## src/rtl/core/bvmon_pkg.sv

```systemverilog
`timescale 1ns / 1ps

package bvmon_pkg;

  localparam int unsigned VoltW    = 16;
  localparam int unsigned AdcW     = 12;
  localparam int unsigned LevelW   = 2;
  localparam int unsigned CfgIdxW  = 3;
  localparam int unsigned CfgDataW = 16;

  // |slope * (sample - ref)| stays below 2^28
  localparam int unsigned ProdW    = 29;
  localparam int unsigned ProdMagW = 28;
  localparam int unsigned CalDiv   = 100;

  // floor(m * CalRecip / 2^CalShift) == m / 100 for every m below 2^28
  localparam int unsigned CalRecip  = 42949673;
  localparam int unsigned CalRecipW = 26;
  localparam int unsigned CalShift  = 32;

  typedef enum logic [CfgIdxW-1:0] {
    REG_SLOPE_X100      = 3'd0,
    REG_ADC_REF         = 3'd1,
    REG_VOLT_REF        = 3'd2,
    REG_USB_LEVEL       = 3'd3,
    REG_SUPER_LOW_LEVEL = 3'd4,
    REG_LOW_LEVEL       = 3'd5
  } cfg_reg_e;

  typedef enum logic [LevelW-1:0] {
    LVL_USB       = 2'd0,
    LVL_SUPER_LOW = 2'd1,
    LVL_LOW       = 2'd2,
    LVL_OK        = 2'd3
  } level_e;

  typedef struct packed {
    logic load_in;
    logic mul;
    logic cal_start;
    logic cal_done;
    logic update;
    logic mean_start;
    logic out_load;
  } dp_cmd_t;

endpackage

```

## src/rtl/core/bvmon_ctrl.sv

```systemverilog
`timescale 1ns / 1ps

module bvmon_ctrl import bvmon_pkg::*; (
  input  logic    clk_i,
  input  logic    rst_ni,
  input  logic    in_valid_i,
  output logic    in_ready_o,
  output logic    out_valid_o,
  input  logic    out_ready_i,
  input  logic    div_done_i,
  output dp_cmd_t cmd_o
);

  localparam logic [2:0] S_IDLE  = 3'd0;
  localparam logic [2:0] S_MUL   = 3'd1;
  localparam logic [2:0] S_CAL   = 3'd2;
  localparam logic [2:0] S_CALW  = 3'd3;
  localparam logic [2:0] S_UPD   = 3'd4;
  localparam logic [2:0] S_MEAN  = 3'd5;
  localparam logic [2:0] S_MEANW = 3'd6;
  localparam logic [2:0] S_OUT   = 3'd7;

  logic [2:0] state_q, state_d;
  logic       out_valid_q, out_valid_d;

  always_comb begin
    state_d    = state_q;
    cmd_o      = '0;
    in_ready_o = 1'b0;
    unique case (state_q)
      S_IDLE: begin
        in_ready_o = 1'b1;
        if (in_valid_i) begin
          cmd_o.load_in = 1'b1;
          state_d       = S_MUL;
        end
      end
      S_MUL: begin
        cmd_o.mul = 1'b1;
        state_d   = S_CAL;
      end
      S_CAL: begin
        cmd_o.cal_start = 1'b1;
        state_d         = S_CALW;
      end
      S_CALW: begin
        cmd_o.cal_done = 1'b1;
        state_d        = S_UPD;
      end
      S_UPD: begin
        cmd_o.update = 1'b1;
        state_d      = S_MEAN;
      end
      S_MEAN: begin
        cmd_o.mean_start = 1'b1;
        state_d          = S_MEANW;
      end
      S_MEANW: begin
        if (div_done_i) begin
          state_d = S_OUT;
        end
      end
      S_OUT: begin
        if (!out_valid_q || out_ready_i) begin
          cmd_o.out_load = 1'b1;
          state_d        = S_IDLE;
        end
      end
      default: state_d = S_IDLE;
    endcase
  end

  always_comb begin
    out_valid_d = out_valid_q;
    if (cmd_o.out_load) begin
      out_valid_d = 1'b1;
    end else if (out_ready_i) begin
      out_valid_d = 1'b0;
    end
  end

  always_ff @(posedge clk_i or negedge rst_ni) begin
    if (!rst_ni) begin
      state_q     <= S_IDLE;
      out_valid_q <= 1'b0;
    end else begin
      state_q     <= state_d;
      out_valid_q <= out_valid_d;
    end
  end

  assign out_valid_o = out_valid_q;

endmodule

```

## config.mk

```make
export PLATFORM = sky130hd
export DESIGN_NAME = bvmon_ctrl
export DESIGN_NICKNAME = d
export VERILOG_FILES = /design/src/rtl/core/bvmon_pkg.sv /design/src/rtl/core/bvmon_ctrl.sv
export SDC_FILE = /design/constraint.sdc
export NUM_CORES = 1
export LEC_CHECK = 0
export BUFFER_PORTS_ARGS = -buffer_cell sky130_fd_sc_hd__buf_2
export CAP_MARGIN = 20
export CORE_AREA = 2 2 39 41
export DETAILED_ROUTE_END_ITERATION = 8
export DIE_AREA = 0 0 41 43
export PLACE_DENSITY = 0.53
export SLEW_MARGIN = 5
export SYNTH_ARGS = -nofsm -noshare
export SYNTH_HDL_FRONTEND = slang
export SYNTH_SLANG_ARGS = --single-unit
```

## constraint.sdc

```tcl
create_clock -name clk_i -period 1.1 [get_ports clk_i]
set_input_delay 0.11 -clock clk_i [delete_from_list [all_inputs] [get_ports clk_i]]
set_output_delay 0.11 -clock clk_i [all_outputs]
set_load 0.01 [all_outputs]
```

=== Yosys cells after proc, flatten, opt, wreduce, memory -nomap -nowiden ===
Cells that the tools add are included.

* Flip-flop bits (word level): 4
* Latch bits: 0
* RAM bits: 0
* Memory bits (read-only): 0
* Input port bits: 5
* Output and inout bits: 9
* Memories: 0

* $add $sub $neg: 0
* Multipliers: 0
* Div/mod/pow operators: 0
* Magnitude comparators: 0
* Equal/unequal tests: 10
* Shift-type cells: 0
* Muxes and demuxes: 16
* Bitwise gates (word level): 0
* Reduce and logical (&&, ||, !) cells: 5

{| class="wikitable"
|+ Operators with widths
! kind !! number
|-
| one-hot mux 3 bit (8 select lines) || 1
|-
| == test 3 bit (second input constant) || 4
|-
| 2-to-1 mux 1 bit || 12
|-
| 2-to-1 mux 3 bit || 3
|-
| == test 3 x 2 -> 1 bit (second input constant) || 2
|-
| != test 2 bit (second input constant) || 3
|-
| == test 3 x 1 -> 1 bit (second input constant) || 1
|-
| zero test 3 bit || 1
|-
| AND reduction 3 bit || 1
|-
| nonzero test 2 bit || 1
|-
| zero test 1 bit || 1
|-
| logical OR 1 bit || 1
|}

=== Longest topological paths before layout ===
* Word-level depth: 5
* Mapped depth: 4
* Gate-level depth less buffers: 3

=== Least setup slack after synthesis ===
No wires, ideal clock.

* Kind: reg2out
* Start point: register state_q[2]
* End point: output port cmd_o[4] (netlist name)
* Arrival: 895 ps
* Slack: 95 ps
* Stages on the path, launching flop included: 3
* Buffers on the path: 1
* Cells stage by stage: dfrtp_1 buf_6 nor3b_1

{| class="wikitable"
|+ RTL lines
! element !! RTL line !! source
|-
| from (decl) || bvmon_ctrl.sv:23 || <nowiki>logic [2:0] state_q, state_d;</nowiki>
|-
| from (signal assigned) || bvmon_ctrl.sv:87 || <nowiki>state_q <= state_d;</nowiki>
|-
| to (decl) || bvmon_ctrl.sv:11 || <nowiki>output dp_cmd_t cmd_o</nowiki>
|}

==> flow_metrics.tcl <==
set metrics [dict create \
    status "finished, violations left" \
    violations "negative setup slack" \
    critPathRequiredTime_ns 0.99 \
    dp.cells 58 \
    root_buffer "clkbuf_4" \
    crit_cells 3 \
    worst_pin_slew_ns 0.186 \
    dieArea_um2 1760 \
    drc 0 \
    clkTransAtPathRegs_ns 0.04 \
    initial_core_util_pct 21.8 \
    finalCritPeriodShare_pct 112 \
    rr_worst_depth 4 \
    coreArea_um2 1380 \
    async_reset_ff_share_pct 100 \
    clk_latency_ns 0.23 \
    syn_inst 31 \
    p_leak_uw 0.000219 \
    slew_headroom_pct 87.6 \
    reg2reg_from "state_q[1]" \
    yosysTopAreaCell "dfrtp_1" \
    first_pass_iters 2 \
    hold_path_depth 3 \
    h-tree-depth 1 \
    cap_violations 0 \
    synth_cell_types 21 \
    place.gp.congestion 0.596 \
    synth_edf_count 0 \
    post-dp-hpwl_um 411 \
    syn-cell-area_um2 302 \
    die_x_um 41 \
    grt_max_degree 10 \
    finalPower_uw 1260 \
    syn-num-nets 36 \
    final_cells 66 \
    r2r-end "state_q[0]" \
    cp_top_family "flip-flops" \
    yosysSeqAreaShare_pct 33.2 \
    clkSinkCount 4 \
    fin_ws_ns -0.127 \
    max-clock-path-buffers 2 \
    cp_cell_sequence "nor3_4, and2_1, buf_2" \
    routed_wl_um 620 \
    setup_viol 9 \
    synth_top_area_share_pct 33.2 \
    synth-seq-cells 4 \
    areaGrowthSynthToFinish_pct 43.2 \
    synth_ff_type "dfrtp_1" \
    layout_common_cells "13 x buf_2, 5 x buf_4, 4 x nor2_1" \
    fin_crit_ns 1.23 \
    num_vias 276 \
    irDropWorstVdd_v 0.00113 \
    crit_arrival_ns 1.12 \
    cp-end-kind "output port" \
    cp-startpoint "state_q[1]" \
    power_density_nw_per_um2 2920 \
    fmax_mhz 815 \
    detailedRoute.firstIterationViolations 2 \
    placedInstanceArea_um2 358 \
    grt_pass1_wl_um 972 \
    critPathMaxStageDelay_ns 0.47 \
    path_buf_inv 1 \
    cp-endpoint "cmd_o[6]" \
    worstSetupPathType "reg -> out" \
    rsz0062_at_grt "yes" \
    antenna_found_initial 0 \
    crit_path_top_delay_cell "dfrtp_2" \
    rrSetupSlack_ns 0 \
    whs_ns 0.145 \
    cts_tree "yes" \
    syn_avg_cell_area_um2 9.73 \
    grt_pass1_vias 237 \
    avgRoutedWirePerCell_um 9.39 \
    cts_made_buffers 3 \
    track_usage_pct 8.65 \
    design_area_um2 432 \
    drtAntennaViolNets 0 \
    grt_overflow 0 \
    worstPathMaxFanout 9 \
    io_buffers 13 \
    drive_above_1_share_pct 64.0 \
    ios 14 \
    via_per_inst 4.18 \
    synth_area_leaders "dfrtp_1 33%, buf_6 7.5%, nor3_4 5.4%" \
    skew_ns 0.00184 \
    hold_path_class "in -> reg" \
    final_core_util_pct 31.2 \
    yosys_warnings 0 \
    finalMaxSlewViolations 0 \
    die-height_um 43 \
    fp-row-count 14 \
    n_antenna_cell 0 \
    final_nets 57 \
    layout_commonest_cell "buf_2" \
    hold_viol 0 \
    critPathLaunchType "flip-flop" \
]
==> metal layers <==
| metal | part of all wire, % | routed length, um | GRT usage [%] |
|---|---|---|---|
| met5 | 0 | 0 | 0 |
| met4 | 0 | 0 | 6.00 |
| met3 | 8.5 | 53 | 4.71 |
| met2 | 42 | 261 | 10.6 |
| met1 | 49 | 305 | 11.0 |
==> cells by family after synthesis <==
family,share of synthesized area [%]
AO/OA/AOI/OAI,6.22
AND/OR/NAND/NOR,46.1
buffers and inverters,14.5
flip-flops,33.2
==> report_power, final <==
group	switching [uW]	total (uW)	leakage [uW]	internal, uW
Sequential	150	382	0.0000445	232
Clock	55.0	177	0.0000138	122
Combinational	322	702	0.000161	380
Total	527	1260	0.000219	734
==> tightest hold or removal path: stages <==
cell and delay, ns:
buf_2 0.10, o21ai_2 0.05, nand3_1 0.08
==> cell usage after synthesis, types with 2 or more instances <==
library cell  count
a21oi_1           2
and2_1            2
buf_6             2
dfrtp_1           4
nor2_1            4
nor2_2            2
==> cell type report <==
class                      instances  area (um^2)
fill                             146          952
multi-input combinational         23          161
timing repair buffer              20          124
sequential                         4          104
clock buffer                       3         22.5
tap                               16         20.0
==> what timing repair did <==
item                                    CTS  global route
hold buffers                              1             0
endpoints found under the hold margin     4             0
endpoints found under the setup margin    9            10
pin swaps                                 1             3
setup buffers                             3             1
gates resized for setup                   5             5
==> stage by stage <==
| step | TNS [ns] | setup WS, ns |
|---|---|---|
| floorplan | 0 | 0.0951 |
| global placement | -0.0292 | -0.0292 |
| detailed placement | -0.0361 | -0.0361 |
| CTS | -0.699 | -0.145 |
| global route | -1.35 | -0.212 |
| finish | -0.683 | -0.127 |
==> registers in the layout (all words and copies together), names as in the netlist <==
register	cells
out_valid_o	1
state_q	3
==> worst min-delay path by stage <==
stage,from,end,slack (ns)
global route,in_valid_i,state_q[0],0.13
CTS,in_valid_i,state_q[0],0.13
finish,in_valid_i,state_q[0],0.14
floorplan,rst_ni,out_valid_o,-0.19
global placement,rst_ni,state_q[0],-0.08
detailed placement,rst_ni,state_q[0],-0.08
Note: power is estimated with default switching activity, not from simulation.
